===== config.mk =====
export PLATFORM = sky130hd
export DESIGN_NAME = shell_argument_tokenizer_flat
export DESIGN_NICKNAME = d
export VERILOG_FILES = /design/src/rtl/sat_pkg.sv /design/src/rtl/sat_if.sv /design/src/rtl/sat_front.sv /design/src/rtl/sat_queue.sv /design/src/rtl/sat_back.sv /design/src/rtl/shell_argument_tokenizer.sv /design/src/flat_wrapper.sv
export SDC_FILE = /design/constraint.sdc
export NUM_CORES = 1
export LEC_CHECK = 0
export BUFFER_PORTS_ARGS = -buffer_cell sky130_fd_sc_hd__buf_2
export CAP_MARGIN = 25
export CORE_MARGIN = 3
export CORE_UTILIZATION = 40
export CTS_CLUSTER_SIZE = 24
export DETAILED_ROUTE_END_ITERATION = 12
export PLACE_DENSITY = 0.61
export SYNTH_ARGS = -nofsm -noshare
export SYNTH_HDL_FRONTEND = slang
export SYNTH_SLANG_ARGS = --single-unit

===== constraint.sdc =====
create_clock -name clk -period 18.5 [get_ports clk]
set_input_delay 3.7 -clock clk [delete_from_list [all_inputs] [get_ports clk]]
set_output_delay 3.7 -clock clk [all_outputs]
set_load 0.05 [all_outputs]

===== src/rtl/sat_pkg.sv =====
// Shared types, codes and helper functions for the shell argument tokenizer.
// No dependencies; the other RTL files except sat_if, and the testbench, take names from here by scope.
package sat_pkg;

  localparam int STACK_DEPTH = 6;
  localparam int QDEPTH      = 4;
  localparam int QAW         = 2;

  // Mode stack entry codes
  typedef logic [2:0] mode_t;
  localparam mode_t M_SKIPWS = 3'd0;
  localparam mode_t M_SQUOTE = 3'd1;
  localparam mode_t M_DQUOTE = 3'd2;
  localparam mode_t M_ESC    = 3'd3;
  localparam mode_t M_HEXHI  = 3'd4;
  localparam mode_t M_HEXLO  = 3'd5;
  localparam mode_t M_ARG    = 3'd6;

  // Result kinds
  localparam logic [1:0] K_BYTE   = 2'd0;
  localparam logic [1:0] K_ARGEND = 2'd1;
  localparam logic [1:0] K_BADHEX = 2'd2;
  localparam logic [1:0] K_DONE   = 2'd3;

  localparam logic [7:0] CH_SQUOTE = 8'h27;
  localparam logic [7:0] CH_DQUOTE = 8'h22;
  localparam logic [7:0] CH_BSLASH = 8'h5c;
  localparam logic [7:0] CH_X      = 8'h78;
  localparam logic [3:0] NIBBLE    = 4'hf;

  // All results caused by one input item; positions travel alongside.
  typedef struct packed {
    logic [1:0]       cnt;    // 1..3 when queued
    logic [2:0][1:0]  kinds;  // kinds[0] goes out first
    logic [7:0]       data;   // decoded byte, at most one per item
  } bundle_t;

  typedef struct packed {
    logic full;
    logic nonempty;
  } qstat_t;

  function automatic logic is_space(input logic [7:0] c);
    return (c == 8'd32) || (c >= 8'd9 && c <= 8'd13);
  endfunction

  // Bit 4 set means not a hex digit
  function automatic logic [4:0] hex_val(input logic [7:0] c);
    logic [7:0] t;
    t = 8'd0;
    if (c >= 8'h30 && c <= 8'h39) return {1'b0, c[3:0]};
    if (c >= 8'h61 && c <= 8'h66) begin
      t = c - 8'h61 + 8'd10;
      return {1'b0, t[3:0]};
    end
    if (c >= 8'h41 && c <= 8'h46) begin
      t = c - 8'h41 + 8'd10;
      return {1'b0, t[3:0]};
    end
    return 5'h10;
  endfunction

  // {known, decoded byte} for the simple escapes
  function automatic logic [8:0] esc_map(input logic [7:0] c);
    case (c)
      8'h61:     esc_map = {1'b1, 8'd7};
      8'h62:     esc_map = {1'b1, 8'd8};
      8'h66:     esc_map = {1'b1, 8'd12};
      8'h6e:     esc_map = {1'b1, 8'd10};
      8'h72:     esc_map = {1'b1, 8'd13};
      8'h74:     esc_map = {1'b1, 8'd9};
      CH_BSLASH: esc_map = {1'b1, c};
      CH_SQUOTE: esc_map = {1'b1, c};
      CH_DQUOTE: esc_map = {1'b1, c};
      default:   esc_map = 9'd0;
    endcase
  endfunction

endpackage


===== src/rtl/sat_if.sv =====
// Valid/ready channel interfaces for buffer bytes and tokenizer results.
// Depends on nothing.
interface sat_in_if;
  logic       valid;
  logic       ready;
  logic [7:0] in_byte;
  logic       end_of_buffer;
  modport source (output valid, output in_byte, output end_of_buffer, input ready);
  modport sink   (input valid, input in_byte, input end_of_buffer, output ready);
endinterface

interface sat_out_if #(parameter int POS_WIDTH = 16);
  logic                 valid;
  logic                 ready;
  logic [1:0]           kind;
  logic [7:0]           arg_byte;
  logic [POS_WIDTH-1:0] position;
  logic                 last_of_run;
  modport source (output valid, output kind, output arg_byte, output position,
                  output last_of_run, input ready);
  modport sink   (input valid, input kind, input arg_byte, input position,
                  input last_of_run, output ready);
endinterface


===== src/rtl/sat_front.sv =====
// Front end: accepts buffer bytes, runs the mode stack and builds the results of each item.
// Depends on sat_pkg and sat_in_if.
module sat_front #(
  parameter int POS_WIDTH = 16
) (
  input  logic                  clk,
  input  logic                  rst,
  sat_in_if.sink                bytes,
  input  sat_pkg::qstat_t       qstat,
  output logic                  push,
  output sat_pkg::bundle_t      bundle,
  output logic [POS_WIDTH-1:0]  pos_out
);

  logic [2:0]           stk [sat_pkg::STACK_DEPTH];
  logic [2:0]           stk_next [sat_pkg::STACK_DEPTH];
  logic [2:0]           height, height_next;
  logic [7:0]           acc, acc_next;
  logic                 nonempty, nonempty_next;
  logic [POS_WIDTH-1:0] pos, pos_next;
  logic                 discarding, discarding_next;

  logic       accept;
  logic [7:0] c;
  logic [2:0] m, m_after;
  logic       pop, pa_en, pb_en, emit, argend, bad;
  logic [2:0] pa, pb;
  logic [7:0] eb;
  logic [4:0] hv;
  logic [8:0] em;
  logic [1:0] cnt;
  logic [2:0][1:0] kinds;

  assign bytes.ready = !qstat.full;
  assign accept      = bytes.valid && bytes.ready;
  assign c           = bytes.in_byte;
  assign m           = stk[height - 3'd1];
  assign hv          = sat_pkg::hex_val(c);
  assign em          = sat_pkg::esc_map(c);

  // Classify the byte against the top mode
  always_comb begin
    pop = 1'b0; pa_en = 1'b0; pb_en = 1'b0; emit = 1'b0; argend = 1'b0; bad = 1'b0;
    pa = sat_pkg::M_SKIPWS; pb = sat_pkg::M_SKIPWS; eb = c;
    acc_next = acc; nonempty_next = nonempty;
    case (m)
      sat_pkg::M_SKIPWS: begin
        if (!sat_pkg::is_space(c)) begin
          pa_en = 1'b1; pa = sat_pkg::M_ARG; nonempty_next = 1'b0;
          if (c == sat_pkg::CH_SQUOTE) begin
            pb_en = 1'b1; pb = sat_pkg::M_SQUOTE;
          end else if (c == sat_pkg::CH_DQUOTE) begin
            pb_en = 1'b1; pb = sat_pkg::M_DQUOTE;
          end else if (c == sat_pkg::CH_BSLASH) begin
            pb_en = 1'b1; pb = sat_pkg::M_ESC;
          end else begin
            emit = 1'b1;
          end
        end
      end
      sat_pkg::M_SQUOTE, sat_pkg::M_DQUOTE: begin
        if (c == ((m == sat_pkg::M_SQUOTE) ? sat_pkg::CH_SQUOTE : sat_pkg::CH_DQUOTE)) begin
          pop = 1'b1;
        end else if (c == sat_pkg::CH_BSLASH) begin
          pa_en = 1'b1; pa = sat_pkg::M_ESC;
        end else begin
          emit = 1'b1;
        end
      end
      sat_pkg::M_ESC: begin
        pop = 1'b1;
        if (em[8]) begin
          emit = 1'b1; eb = em[7:0];
        end else if (c == sat_pkg::CH_X) begin
          pa_en = 1'b1; pa = sat_pkg::M_HEXLO;
          pb_en = 1'b1; pb = sat_pkg::M_HEXHI;
        end
      end
      sat_pkg::M_HEXHI: begin
        pop = 1'b1;
        if (hv[4]) bad = 1'b1;
        else acc_next = {hv[3:0], 4'd0};
      end
      sat_pkg::M_HEXLO: begin
        pop = 1'b1;
        if (hv[4]) begin
          bad = 1'b1;
        end else begin
          emit = 1'b1; eb = acc | {4'd0, hv[3:0] & sat_pkg::NIBBLE}; acc_next = 8'd0;
        end
      end
      default: begin
        if (sat_pkg::is_space(c)) begin
          argend = 1'b1; nonempty_next = 1'b0; pop = 1'b1;
        end else if (c == sat_pkg::CH_SQUOTE) begin
          pa_en = 1'b1; pa = sat_pkg::M_SQUOTE;
        end else if (c == sat_pkg::CH_DQUOTE) begin
          pa_en = 1'b1; pa = sat_pkg::M_DQUOTE;
        end else if (c == sat_pkg::CH_BSLASH) begin
          pa_en = 1'b1; pa = sat_pkg::M_ESC;
        end else begin
          emit = 1'b1;
        end
      end
    endcase
    if (emit) nonempty_next = 1'b1;
    // a discarding buffer leaves the mode state alone
    if (discarding) begin
      pop = 1'b0; pa_en = 1'b0; pb_en = 1'b0; emit = 1'b0; argend = 1'b0; bad = 1'b0;
      acc_next = acc; nonempty_next = nonempty;
    end
  end

  // Stack update: pop first, then up to two pushes
  always_comb begin
    stk_next    = stk;
    height_next = height;
    if (pop && height_next > 3'd1) height_next = height_next - 3'd1;
    if (pa_en && height_next < 3'(sat_pkg::STACK_DEPTH)) begin
      stk_next[height_next] = pa;
      height_next = height_next + 3'd1;
    end
    if (pb_en && height_next < 3'(sat_pkg::STACK_DEPTH)) begin
      stk_next[height_next] = pb;
      height_next = height_next + 3'd1;
    end
    m_after = stk_next[height_next - 3'd1];
  end

  always_comb begin
    pos_next        = pos;
    discarding_next = discarding | bad;
    if (!discarding && !bad && pos != {POS_WIDTH{1'b1}}) pos_next = pos + POS_WIDTH'(1);
  end

  // Result list of this item
  always_comb begin
    cnt   = 2'd0;
    kinds = '0;
    if (emit) begin
      kinds[cnt] = sat_pkg::K_BYTE; cnt = cnt + 2'd1;
    end
    if (argend) begin
      kinds[cnt] = sat_pkg::K_ARGEND; cnt = cnt + 2'd1;
    end
    if (bad) begin
      kinds[cnt] = sat_pkg::K_BADHEX; cnt = cnt + 2'd1;
    end
    if (bytes.end_of_buffer) begin
      if (!discarding_next && m_after == sat_pkg::M_ARG && nonempty_next) begin
        kinds[cnt] = sat_pkg::K_ARGEND; cnt = cnt + 2'd1;
      end
      kinds[cnt] = sat_pkg::K_DONE; cnt = cnt + 2'd1;
    end
    bundle.cnt   = cnt;
    bundle.kinds = kinds;
    bundle.data  = eb;
  end

  assign push    = accept && (cnt != 2'd0);
  assign pos_out = pos_next;

  always_ff @(posedge clk) begin
    if (rst || (accept && bytes.end_of_buffer)) begin
      for (int i = 0; i < sat_pkg::STACK_DEPTH; i++) stk[i] <= sat_pkg::M_SKIPWS;
      height     <= 3'd1;
      acc        <= 8'd0;
      nonempty   <= 1'b0;
      pos        <= '0;
      discarding <= 1'b0;
    end else if (accept) begin
      stk        <= stk_next;
      height     <= height_next;
      acc        <= acc_next;
      nonempty   <= nonempty_next;
      pos        <= pos_next;
      discarding <= discarding_next;
    end
  end

endmodule


===== src/rtl/sat_queue.sv =====
// Short queue of per-item result bundles between front and back.
// Depends on sat_pkg.
module sat_queue #(
  parameter int W = 16
) (
  input  logic            clk,
  input  logic            rst,
  input  logic            push,
  input  logic [W-1:0]    wdata,
  input  logic            pop,
  output logic [W-1:0]    rdata,
  output sat_pkg::qstat_t qstat
);

  logic [W-1:0]            mem [sat_pkg::QDEPTH];
  logic [sat_pkg::QAW-1:0] wr_ptr, rd_ptr;
  logic [sat_pkg::QAW:0]   fill;

  assign qstat.full     = (fill == (sat_pkg::QAW+1)'(sat_pkg::QDEPTH));
  assign qstat.nonempty = (fill != '0);
  assign rdata          = mem[rd_ptr];

  always_ff @(posedge clk) begin
    if (push) mem[wr_ptr] <= wdata;
  end

  always_ff @(posedge clk) begin
    if (rst) begin
      wr_ptr <= '0;
      rd_ptr <= '0;
      fill   <= '0;
    end else begin
      if (push) wr_ptr <= wr_ptr + (sat_pkg::QAW)'(1);
      if (pop)  rd_ptr <= rd_ptr + (sat_pkg::QAW)'(1);
      case ({push, pop})
        2'b10:   fill <= fill + (sat_pkg::QAW+1)'(1);
        2'b01:   fill <= fill - (sat_pkg::QAW+1)'(1);
        default: fill <= fill;
      endcase
    end
  end

endmodule


===== src/rtl/sat_back.sv =====
// Back end: walks the head bundle of the queue and hands out one result per handshake.
// Depends on sat_pkg and sat_out_if.
module sat_back #(
  parameter int POS_WIDTH = 16
) (
  input  logic                 clk,
  input  logic                 rst,
  input  sat_pkg::bundle_t     head,
  input  logic [POS_WIDTH-1:0] head_pos,
  input  sat_pkg::qstat_t      qstat,
  output logic                 pop,
  sat_out_if.source            results
);

  logic [1:0] idx;
  logic [1:0] kind;
  logic       last;

  assign kind = head.kinds[idx];
  assign last = (idx == head.cnt - 2'd1);

  assign results.valid       = qstat.nonempty;
  assign results.kind        = kind;
  assign results.arg_byte    = (kind == sat_pkg::K_BYTE) ? head.data : 8'd0;
  assign results.position    = (kind == sat_pkg::K_BADHEX || kind == sat_pkg::K_DONE) ?
                               head_pos : '0;
  assign results.last_of_run = last;

  assign pop = results.valid && results.ready && last;

  always_ff @(posedge clk) begin
    if (rst) begin
      idx <= 2'd0;
    end else if (results.valid && results.ready) begin
      idx <= last ? 2'd0 : idx + 2'd1;
    end
  end

endmodule


===== src/rtl/shell_argument_tokenizer.sv =====
// Shell argument tokenizer: splits a byte stream into arguments with quotes and escapes.
// An item's results are queued when it is accepted and offered in order from the queue.
// Throughput: one byte per cycle in while the queue is not full; one result per cycle
// out when ready; the four-bundle queue absorbs items with two or three results.
// Reset: synchronous; clears the mode stack, counters and queue pointers.
// Depends on sat_pkg, sat_if, sat_front, sat_queue and sat_back.
module shell_argument_tokenizer #(
  parameter int POS_WIDTH = 16
) (
  input  logic      clk,
  input  logic      rst,
  sat_in_if.sink    bytes,
  sat_out_if.source results
);

  localparam int QW = $bits(sat_pkg::bundle_t) + POS_WIDTH;

  sat_pkg::qstat_t      qstat;
  sat_pkg::bundle_t     fb, hb;
  logic [POS_WIDTH-1:0] fpos, hpos;
  logic                 push, pop;
  logic [QW-1:0]        qhead;

  sat_front #(.POS_WIDTH(POS_WIDTH)) u_front (
    .clk     (clk),
    .rst     (rst),
    .bytes   (bytes),
    .qstat   (qstat),
    .push    (push),
    .bundle  (fb),
    .pos_out (fpos)
  );

  sat_queue #(.W(QW)) u_queue (
    .clk   (clk),
    .rst   (rst),
    .push  (push),
    .wdata ({fb, fpos}),
    .pop   (pop),
    .rdata (qhead),
    .qstat (qstat)
  );

  assign hb   = qhead[QW-1:POS_WIDTH];
  assign hpos = qhead[POS_WIDTH-1:0];

  sat_back #(.POS_WIDTH(POS_WIDTH)) u_back (
    .clk      (clk),
    .rst      (rst),
    .head     (hb),
    .head_pos (hpos),
    .qstat    (qstat),
    .pop      (pop),
    .results  (results)
  );

  // Every end of buffer queues a bundle that closes with a done mark
  a_eob_done: assert property (@(posedge clk) disable iff (rst)
    bytes.valid && bytes.ready && bytes.end_of_buffer |->
      push && fb.kinds[fb.cnt - 2'd1] == sat_pkg::K_DONE)
    else $error("end of buffer without done mark");

  // Nothing queued is ever an empty bundle
  a_push_cnt: assert property (@(posedge clk) disable iff (rst)
    push |-> fb.cnt != 2'd0)
    else $error("empty bundle queued");

  // A done mark always closes the run of its item
  a_done_last: assert property (@(posedge clk) disable iff (rst)
    results.valid && results.kind == sat_pkg::K_DONE |-> results.last_of_run)
    else $error("done mark not last of run");

  // A pop only follows a completed handshake on the final result
  a_pop_ok: assert property (@(posedge clk) disable iff (rst)
    pop |-> qstat.nonempty && results.last_of_run)
    else $error("queue popped mid bundle");

endmodule


===== src/flat_wrapper.sv =====
// flat-port wrapper written by rule: the top's interface ports become plain ports
module shell_argument_tokenizer_flat 
#(
  parameter int POS_WIDTH = 16
)
  (clk, rst, bytes_valid, bytes_in_byte, bytes_end_of_buffer, bytes_ready, results_valid, results_kind, results_arg_byte, results_position, results_last_of_run, results_ready);
  sat_in_if bytes_i ();
  sat_out_if #(.POS_WIDTH(POS_WIDTH)) results_i ();
  input  logic clk;
  input  logic rst;
  input wire logic [$bits(bytes_i.valid)-1:0] bytes_valid;
  input wire logic [$bits(bytes_i.in_byte)-1:0] bytes_in_byte;
  input wire logic [$bits(bytes_i.end_of_buffer)-1:0] bytes_end_of_buffer;
  output wire logic [$bits(bytes_i.ready)-1:0] bytes_ready;
  output wire logic [$bits(results_i.valid)-1:0] results_valid;
  output wire logic [$bits(results_i.kind)-1:0] results_kind;
  output wire logic [$bits(results_i.arg_byte)-1:0] results_arg_byte;
  output wire logic [$bits(results_i.position)-1:0] results_position;
  output wire logic [$bits(results_i.last_of_run)-1:0] results_last_of_run;
  input wire logic [$bits(results_i.ready)-1:0] results_ready;
  assign bytes_i.valid = bytes_valid;
  assign bytes_i.in_byte = bytes_in_byte;
  assign bytes_i.end_of_buffer = bytes_end_of_buffer;
  assign bytes_ready = bytes_i.ready;
  assign results_valid = results_i.valid;
  assign results_kind = results_i.kind;
  assign results_arg_byte = results_i.arg_byte;
  assign results_position = results_i.position;
  assign results_last_of_run = results_i.last_of_run;
  assign results_i.ready = results_ready;
  shell_argument_tokenizer #(.POS_WIDTH(POS_WIDTH)) u_core (.clk(clk), .rst(rst), .bytes(bytes_i), .results(results_i));
endmodule

Word-level counts from Yosys, hierarchy flattened:

Memory sizes are Yosys's and may differ from the RTL's. A register that Yosys moved wholly into a read port is not among the register bits.
Cells that the tools add are included.
W data, S select, Z words.

* register bits after elaboration: 56
* bits in writable memories: 128
* output and inout bits: 29
* word-level logic and storage cells: 258
* memories kept: 1

* $add $sub $neg: 19
* $lt $le $gt $ge: 26
* equality and inequality tests: 27
* mux-type cells: 114
* bitwise operators: 14
* reductions and logical operators: 42

Memory list
* u_core.u_queue.mem: depth 4, bits a word 32, read ports 1, clocked after Yosys merged registers in 1, write ports 1, line sat_queue.sv:15 `logic [W-1:0] mem [sat_pkg::QDEPTH];`

Operators with widths (number)
* $eq A8 B7 Y1 const B: 8
* $pmux W9 S7: 1
* $mux W3: 18
* $mux W8: 5
* $mux W1: 39
* $bwmux W18: 2
* $mux W18: 2
* $mux W5: 7
* $mux W16: 2
* $pmux W8 S2: 2
* $mux W2: 15
* $eq A8 B6 Y1 const B: 3
* $mux W6: 4
* $logic_and A1 B1 Y1: 22
* $bmux W3 S3: 2
* $demux W3 S3: 2
* $add A16 B1 Y16 const B: 1
* $demux W2 S2: 4
* $ge A4 B4 Y1 const B: 4
* $ge A8 B7 Y1 const B: 2
* $le A8 B7 Y1 const B: 2
* $ne A16 B16 Y1 const B: 1
* $not A3 Y4: 4
* $lt A2 B3 Y1 const B: 5
* 46 further kinds: 85

Longest topological paths before layout:

Gate-level depths: netlist (run 1).

* depth after elaboration: 37
* gate-level depth with buffers: 40
* depth with buffers taken out: 37

Hierarchy:

Synthesis (run 1) repeated with hierarchy kept, for this count alone.

* cell total of the unflattened synthesis: 858
* area total of the unflattened synthesis: 9838.2 sq um

By module, submodules not included
* sat_queue: instances 1, cells an instance 210, area an instance 5084.9 sq um, sequential area each 4023.9 sq um
* sat_front: instances 1, cells an instance 598, area an instance 4366.7 sq um, sequential area each 860.8 sq um
* sat_back: instances 1, cells an instance 50, area an instance 386.6 sq um, sequential area each 40.0 sq um

Least setup slack after synthesis (run 1):

Ideal clock, no wire load.

* kind: in2reg
* from: input bytes_in_byte[0]
* to: memory u_core.u_queue.mem[0][0] in the netlist's numbering, enable pin
* library setup time: 0.392 ns
* arrival: 10.385 ns
* slack: 7.723 ns
* stages: 33
* path buffers: 2
* cell sequence: clkbuf_1 > inv_1 > ha_1 > nor4b_2 > a211oi_2 > nor3_4 > and3_4 > inv_2 > and2_4 > a211oi_2 > mux2i_1 > inv_2 > ha_1 > inv_1 > or4b_1 > a31o_1 > and2_4 > inv_1 > ha_1 > xnor2_1 > nor2_1 > a211oi_2 > nand2b_1 > buf_2 > nor2_1 > a21oi_1 > ha_1 > mux2i_1 > inv_1 > a21oi_1 > o21ai_0 > nor2_1 > and2_1

RTL lines
* start, declared: line flat_wrapper.sv:12 `input wire logic [$bits(bytes_i.in_byte)-1:0] bytes_in_byte;`
* end, declared: line sat_queue.sv:15

==> flow_metrics.py, run 1 <==
metrics = {
    "outcome": {
        "status": "complete, no violations",
    },
    "place": {
        "gp_congestion": 0.9024,
        "port_buffers": 41,
        "dp_hpwl_um": 16300,
        "pre_cts_ws_ns": 6.977,
    },
    "synth": {
        "synth-seq-cells": 182,
        "synth_area_mm2": 0.01010,
        "synth_top_flop_cell": "edfxtp_1",
        "ys_async_sr_fraction_pct": 0,
        "yosysSeqAreaShare_pct": 48.74,
        "syn_inst": 895,
        "yosys.cell_types.count": 84,
        "syn_nets": 934,
        "synth-edff-count": 128,
        "synth_warnings": 0,
        "post_synth.cell_area_avg_um2": 11.29,
    },
    "floorplan": {
        "die_x_um": 164.9,
        "io_pins": 42,
        "die_area_mm2": 0.02721,
        "die_y_um": 164.9,
        "std_cell_rows": 57,
        "initial_core_util_pct": 41.07,
        "coreArea_mm2": 0.02460,
    },
    "finish": {
        "fillers": 2231,
        "seq_area_mm2": 0.004926,
        "fin_nets": 964,
        "drive_above_1_share_pct": 18.02,
        "multi_input_area_mm2": 0.004841,
        "area_delta_synth_final_pct": 11.19,
    },
    "timing": {
        "slew_violations": 0,
        "fin_worst_skew_ns": 0.01119,
        "hold_viol_final": 0,
        "tightest_slew_ns": 1.025,
        "rsz0062_at_grt": "false",
        "finalCritPeriodShare_pct": 60.17,
        "final.min_clock_period_ns": 11.13,
        "fin_ws_ns": 7.369,
        "fmax_ghz": 0.08984,
        "setup_tns_ns": 0,
        "final-setup-viol-count": 0,
        "slew_headroom_pct": 31.05,
    },
    "route": {
        "drcViolationCount": 0,
        "antenna_left": 0,
        "dr.pass1.iters": 6,
        "routed_wl_um": 23320,
        "dr.first_iter.drc_count": 572,
        "wire_per_inst_um": 18.45,
        "vias_per_cell": 5.674,
        "dr_total_vias": 7172,
    },
    "pwr": {
        "p_clk_share_pct": 23.1,
        "p_int_mw": 0.9484,
        "switching_power_mw": 0.6635,
        "p_leak_nw": 3.966,
        "ir_drop_v": 0.00009531,
        "power_per_cell_area_mw_per_mm2": 143.5,
        "pwr-share-comb_pct": 41.6,
        "power_frac_seq_pct": 35.4,
        "power_switching_share_pct": 41.16,
    },
    "critical_path": {
        "cp-end-kind": "register",
        "startpoint_type": "input port",
        "slowest_stage": "or4b_1",
        "cp.required_ns": 18.88,
        "reg2reg_depth": 36,
        "worstPathArrival_ns": 11.51,
        "cpMostUsedCell": "inv_1",
        "critPathMaxStageDelay_ns": 0.56,
        "critPathKind": "in -> reg",
        "cp_max_fo": 11,
    },
    "clock_network": {
        "clock-root-buffer": "clkbuf_16",
        "path_clk_slew_ns": 0.08,
        "cts_setup_buffers": 0,
        "clkLatencyLatePin_ns": 0.44,
        "ctsHoldBuffers": 0,
        "cts_resized": 0,
        "htreeDepth": 4,
        "clkSinkCount": 182,
        "cts_buffer_depth": 2,
        "cts_buffers": 17,
        "cts_tree": "done",
    },
    "global_route": {
        "grt.total_usage_pct": 17.72,
        "grt_pass1_vias": 6895,
        "grt_pass1_wl_um": 37380,
        "grt_max_degree": 33,
        "gr-total-overflow": 0,
        "antenna_found_initial": 2,
    },
    "worst_hold_path": {
        "hp-class": "reg -> reg",
        "min_path_cells": 2,
    },
    "run": {
        "maxCapViolations": 0,
    },
}
-- registers in the layout (all words and copies together), names as in the netlist, 2 cells and up, named ones only --
signal                 cells
u_core.u_back.idx          2
u_core.u_front.acc         4
u_core.u_front.height      3
u_core.u_front.pos        16
u_core.u_front.stk        18
u_core.u_queue.fill        3
u_core.u_queue.mem       128
u_core.u_queue.rd_ptr      2
u_core.u_queue.wr_ptr      2
-- kinds of logic after synthesis --
kind of cell               Yosys count  synth area share (%)
DFF                                182                 48.74
buffers and inverters               80                 3.418
xor gates and xnor gates            42                 3.826
AOI/OAI and AO/OA                  190                 12.93
muxes                               66                 11.26
and+or+nand+nor                    309                 16.54
adders and majority gates           26                 3.294
-- layout by cell type (no fill, tap or decap), drive strengths merged, types with 7 or more instances in the layout --
cell type	synthesis	layout
mux4	36	36
nand2	60	60
inv	36	45
a21oi	52	52
mux2	12	12
xor2	20	20
nor3	19	19
dfxtp	54	54
nand4	13	13
nand3	29	29
or3	16	16
and4	8	8
clkbuf	25	17
and2	11	11
mux2i	18	18
ha	25	25
and3	7	7
buf	19	55
nand2b	12	12
xnor2	22	22
nor2b	30	30
edfxtp	128	128
o21ai	40	40
a211oi	14	14
a31oi	7	7
nor2	73	73
o22ai	16	16
-- routing by layer --
metal  up-vias  routed length [um]  GRT usage, %
met4         0                 446         6.138
li1       3444                   -             -
met5         -                   0             0
met2       214               10950         27.99
met3        41                1027         2.759
met1      3473               10890         24.87
-- power groups by stage --
stage	Combinational [mW]	Sequential, mW	Clock (mW)
6_report	0.670	0.570	0.372
5_1_grt	0.735	0.578	0.396
4_1_cts	0.676	0.571	0.381
3_5_place_dp	0.673	0.581	0
3_3_place_gp	0.672	0.576	0
2_1_floorplan	0.534	0.569	0
-- cell usage after synthesis, types with 4 or more instances --
master | count | share of area (%)
edfxtp_1 | 128 | 38
nor2_1 | 73 | 2.7
nand2_1 | 60 | 2.2
dfxtp_1 | 54 | 11
a21oi_1 | 52 | 2.6
o21ai_0 | 37 | 1.8
mux4_2 | 36 | 8.0
inv_1 | 33 | 1.2
nor2b_1 | 30 | 1.9
nand3_1 | 29 | 1.4
clkbuf_1 | 25 | 0.93
ha_1 | 25 | 3.1
xnor2_1 | 22 | 1.9
xor2_1 | 19 | 1.6
nor3_1 | 18 | 0.89
mux2i_1 | 16 | 1.6
o22ai_1 | 16 | 0.99
or3_1 | 16 | 0.99
nand4_1 | 13 | 0.80
nand2b_1 | 12 | 0.74
mux2_2 | 10 | 1.1
a211oi_1 | 9 | 0.67
and2_1 | 9 | 0.56
a31oi_1 | 7 | 0.43
a21o_1 | 6 | 0.45
a22o_1 | 6 | 0.52
and3_1 | 6 | 0.37
and4_1 | 6 | 0.52
buf_1 | 6 | 0.22
buf_2 | 6 | 0.30
a22oi_1 | 5 | 0.37
and4b_1 | 5 | 0.50
o21a_1 | 5 | 0.37
a211oi_2 | 4 | 0.50
buf_4 | 4 | 0.30
nand3b_1 | 4 | 0.30
o211a_1 | 4 | 0.40
o211ai_1 | 4 | 0.30
or4_1 | 4 | 0.30
-- path summary, 6_finish.rpt --
kind,slack (ns),endpoint,from
max,7.37,u_core.u_queue.fill[2],bytes_in_byte[0]
min,0.50,u_core.u_front.acc[7],u_core.u_front.acc[7]
max reg2reg,9.26,u_core.u_queue.fill[2],u_core.u_front.height[0]
min reg2reg,0.50,u_core.u_front.acc[7],u_core.u_front.acc[7]
-- worst max-delay path, delay by kind of cell --
family	cells	cell delay [ns]
compound gates	8	1.38
xor+xnor	2	0.29
fa+ha+maj	6	1.57
simple gates	11	2.89
buf+inv	9	0.89
mux	2	0.75
-- stage by stage --
step / power, mW / hold slack, ns / std cells / utilization (%) / area [um2]
2_1_floorplan: 1.103 / 0.4574 / 895 / - / 10100
5_1_grt: 1.710 / 0.5500 / 1264 / 45.66 / 11240
4_1_cts: 1.628 / 0.5071 / 1262 / 45.64 / 11230
3_3_place_gp: 1.248 / 0.4757 / 1229 / 43.12 / 10610
6_report: 1.612 / 0.4988 / 1264 / 45.66 / 11240
3_5_place_dp: 1.254 / 0.4883 / 1230 / 43.15 / 10620
-- final cells by class --
type | instances | share of cell area, %
multi-input cells | 633 | 43.08
flip-flops and latches | 182 | 43.84
clock buffers | 17 | 3.786
inverters | 36 | 1.203
diodes | 2 | 0.04454
well taps | 324 | 3.608
clock inverters | 15 | 1.670
repair buffers | 55 | 2.762
No activity file was read; power rests on OpenSTA's default activity.
==> inputs of run 2 (changes only) <==
--- a/config.mk
+++ b/config.mk
@@ -11,7 +11,7 @@
 export CORE_UTILIZATION = 40
 export CTS_CLUSTER_SIZE = 24
 export DETAILED_ROUTE_END_ITERATION = 12
-export PLACE_DENSITY = 0.61
+export PLACE_DENSITY = 0.63
 export SYNTH_ARGS = -nofsm -noshare
 export SYNTH_HDL_FRONTEND = slang
 export SYNTH_SLANG_ARGS = --single-unit
==> constraint.sdc (replaced) <==
create_clock -name clk -period 9.12 [get_ports clk]
set_input_delay 1.824 -clock clk [delete_from_list [all_inputs] [get_ports clk]]
set_output_delay 1.824 -clock clk [all_outputs]
set_load 0.05 [all_outputs]
==> run 2 against run 1 <==
Design area is 2.4% higher. Largest power group unchanged. Setup slack lost 6.9 ns. Combinational power increased by 120%. Sequential power grew 100%. Total power increased by 110%. Critical path depth is 1 lower.
==> flow_metrics.py, run 2 (same netlist as run 1, synthesis figures left out) <==
metrics = {
    "critical_path": {
        "critPathKind": "in -> reg",
        "cp.required_ns": 9.50,
        "critPathMaxStageDelay_ns": 0.53,
        "slowest_stage": "or4b_1",
        "startpoint_type": "input port",
        "worstPathArrival_ns": 8.99,
        "cp-end-kind": "register",
        "cp_max_fo": 8,
    },
    "finish": {
        "largest_reg_flops": 128,
        "mostFrequentLayoutCell": "edfxtp_1",
        "area_delta_synth_final_pct": 13.92,
        "antenna_cells": 0,
        "fillers": 2272,
        "fin_nets": 984,
        "final_cell_mix": "edfxtp_1, nor2_1, nand2_1, dfxtp_1, a21oi_1",
        "final_cells": 1282,
        "drive_above_1_share_pct": 20.56,
        "regMostFlops": "u_core.u_queue.mem",
        "top_regs": "u_core.u_queue.mem: 128 flops, u_core.u_front.stk: 18 flops, u_core.u_front.pos: 16 flops",
    },
    "outcome": {
        "status": "complete, no violations",
    },
    "route": {
        "drcViolationCount": 0,
        "dr.max_layer_used": "met5",
        "m1WireLength_um": 10840,
        "dr.first_iter.drc_count": 737,
        "wire_per_inst_um": 19.42,
        "dr_wl_met3_um": 1504,
        "vias_per_cell": 5.759,
        "wl_met2_um": 12030,
        "antenna_left": 0,
        "routed_wl_um": 24900,
        "dr_total_vias": 7383,
        "dr.pass1.iters": 5,
    },
    "timing": {
        "hold_viol_final": 0,
        "tightest_slew_ns": 0.9152,
        "fmax_ghz": 0.1162,
        "fin_ws_ns": 0.5134,
        "slew_headroom_pct": 38.43,
        "setup_tns_ns": 0,
        "final-setup-viol-count": 0,
        "fin_worst_skew_ns": 0.01727,
        "finalCritPeriodShare_pct": 94.37,
        "slew_violations": 0,
        "final.min_clock_period_ns": 8.607,
    },
    "place": {
        "dp_hpwl_um": 17150,
        "dpl.cell_count": 1248,
        "port_buffers": 41,
        "pre_cts_ws_ns": -0.07630,
        "gp_congestion": 0.9596,
    },
    "clock_network": {
        "cts_tree": "done",
        "clock-root-buffer": "clkbuf_16",
        "clkLatencyLatePin_ns": 0.44,
        "htreeDepth": 4,
        "clkSinkCount": 182,
        "cts_buffers": 17,
        "path_clk_slew_ns": 0.09,
        "cts_buffer_depth": 2,
    },
    "worst_hold_path": {
        "hp-class": "reg -> reg",
    },
    "floorplan": {
        "die_area_mm2": 0.02721,
        "die_x_um": 164.9,
        "coreArea_mm2": 0.02460,
        "std_cell_rows": 57,
        "initial_core_util_pct": 41.07,
        "io_pins": 42,
        "die_y_um": 164.9,
    },
    "pwr": {
        "p_leak_nw": 4.091,
        "ir_drop_v": 0.0001775,
        "total_power_mw": 3.410,
        "power_per_cell_area_mw_per_mm2": 296.2,
    },
    "global_route": {
        "grt.total_usage_pct": 18.44,
        "grt_pass1_vias": 7042,
        "gr-total-overflow": 0,
        "antenna_found_initial": 1,
        "grt_max_degree": 33,
        "grt_pass1_wl_um": 38800,
    },
    "run": {
        "maxCapViolations": 0,
    },
}
run 2: layer usage:
layer | global-route usage, % | vias to the layer above
li1 | - | 3480
met3 | 3.060 | 39
met4 | 6.252 | 2
met5 | 0 | -
met1 | 24.40 | 3587
met2 | 30.80 | 275
run 2: power by group:
part | switching (mW) | internal [mW] | total [mW]
Combinational | 0.965 | 0.502 | 1.47
Clock | 0.396 | 0.388 | 0.784
Sequential | 0.0592 | 1.10 | 1.16
run 2: through the flow:
stage | hold WS (ns) | area (um2) | util (%)
final | 0.4950 | 11510 | 46.78
after detailed placement | 0.4843 | 10800 | 43.91
after CTS | 0.5056 | 11450 | 46.54
after global routing | 0.5370 | 11510 | 46.78
after floorplan | 0.4574 | 10100 | -
after global placement | 0.4724 | 10800 | 43.87
run 2: layout make-up:
type                    count  area, um2  area share, %
clock buffers              17      425.4          3.696
clock inverters            15      224.0          1.946
inverters                  36      135.1          1.174
multi-input cells         633       4885          42.43
flip-flops and latches    182       4926          42.79
well taps                 324      405.4          3.522
repair buffers             75      510.5          4.435
run 2: path summary, 6_finish.rpt:
path	slack [ns]	depth (start not counted)	from	endpoint
max	0.51	37	bytes_in_byte[1]	u_core.u_queue.fill[2]
min	0.49	2	u_core.u_front.acc[6]	u_core.u_front.acc[6]
max reg2reg	1.17	37	u_core.u_front.height[1]	u_core.u_queue.fill[2]
min reg2reg	0.49	2	u_core.u_front.acc[6]	u_core.u_front.acc[6]
run 2: worst max-delay path: cells and delay by family:
kind	cells	cell delay [ns]
simple gates	13	2.88
fa+ha+maj	6	1.57
compound gates	7	1.33
buf+inv	8	0.73
xor+xnor	2	0.34
mux	1	0.30
run 2: timing repair:
| action | CTS | global route |
|---|---|---|
| setup buffers | 0 | 2 |
| endpoints found under the setup margin | 0 | 2 |
| hold buffers | 0 | 0 |
| gates resized for setup | 0 | 10 |
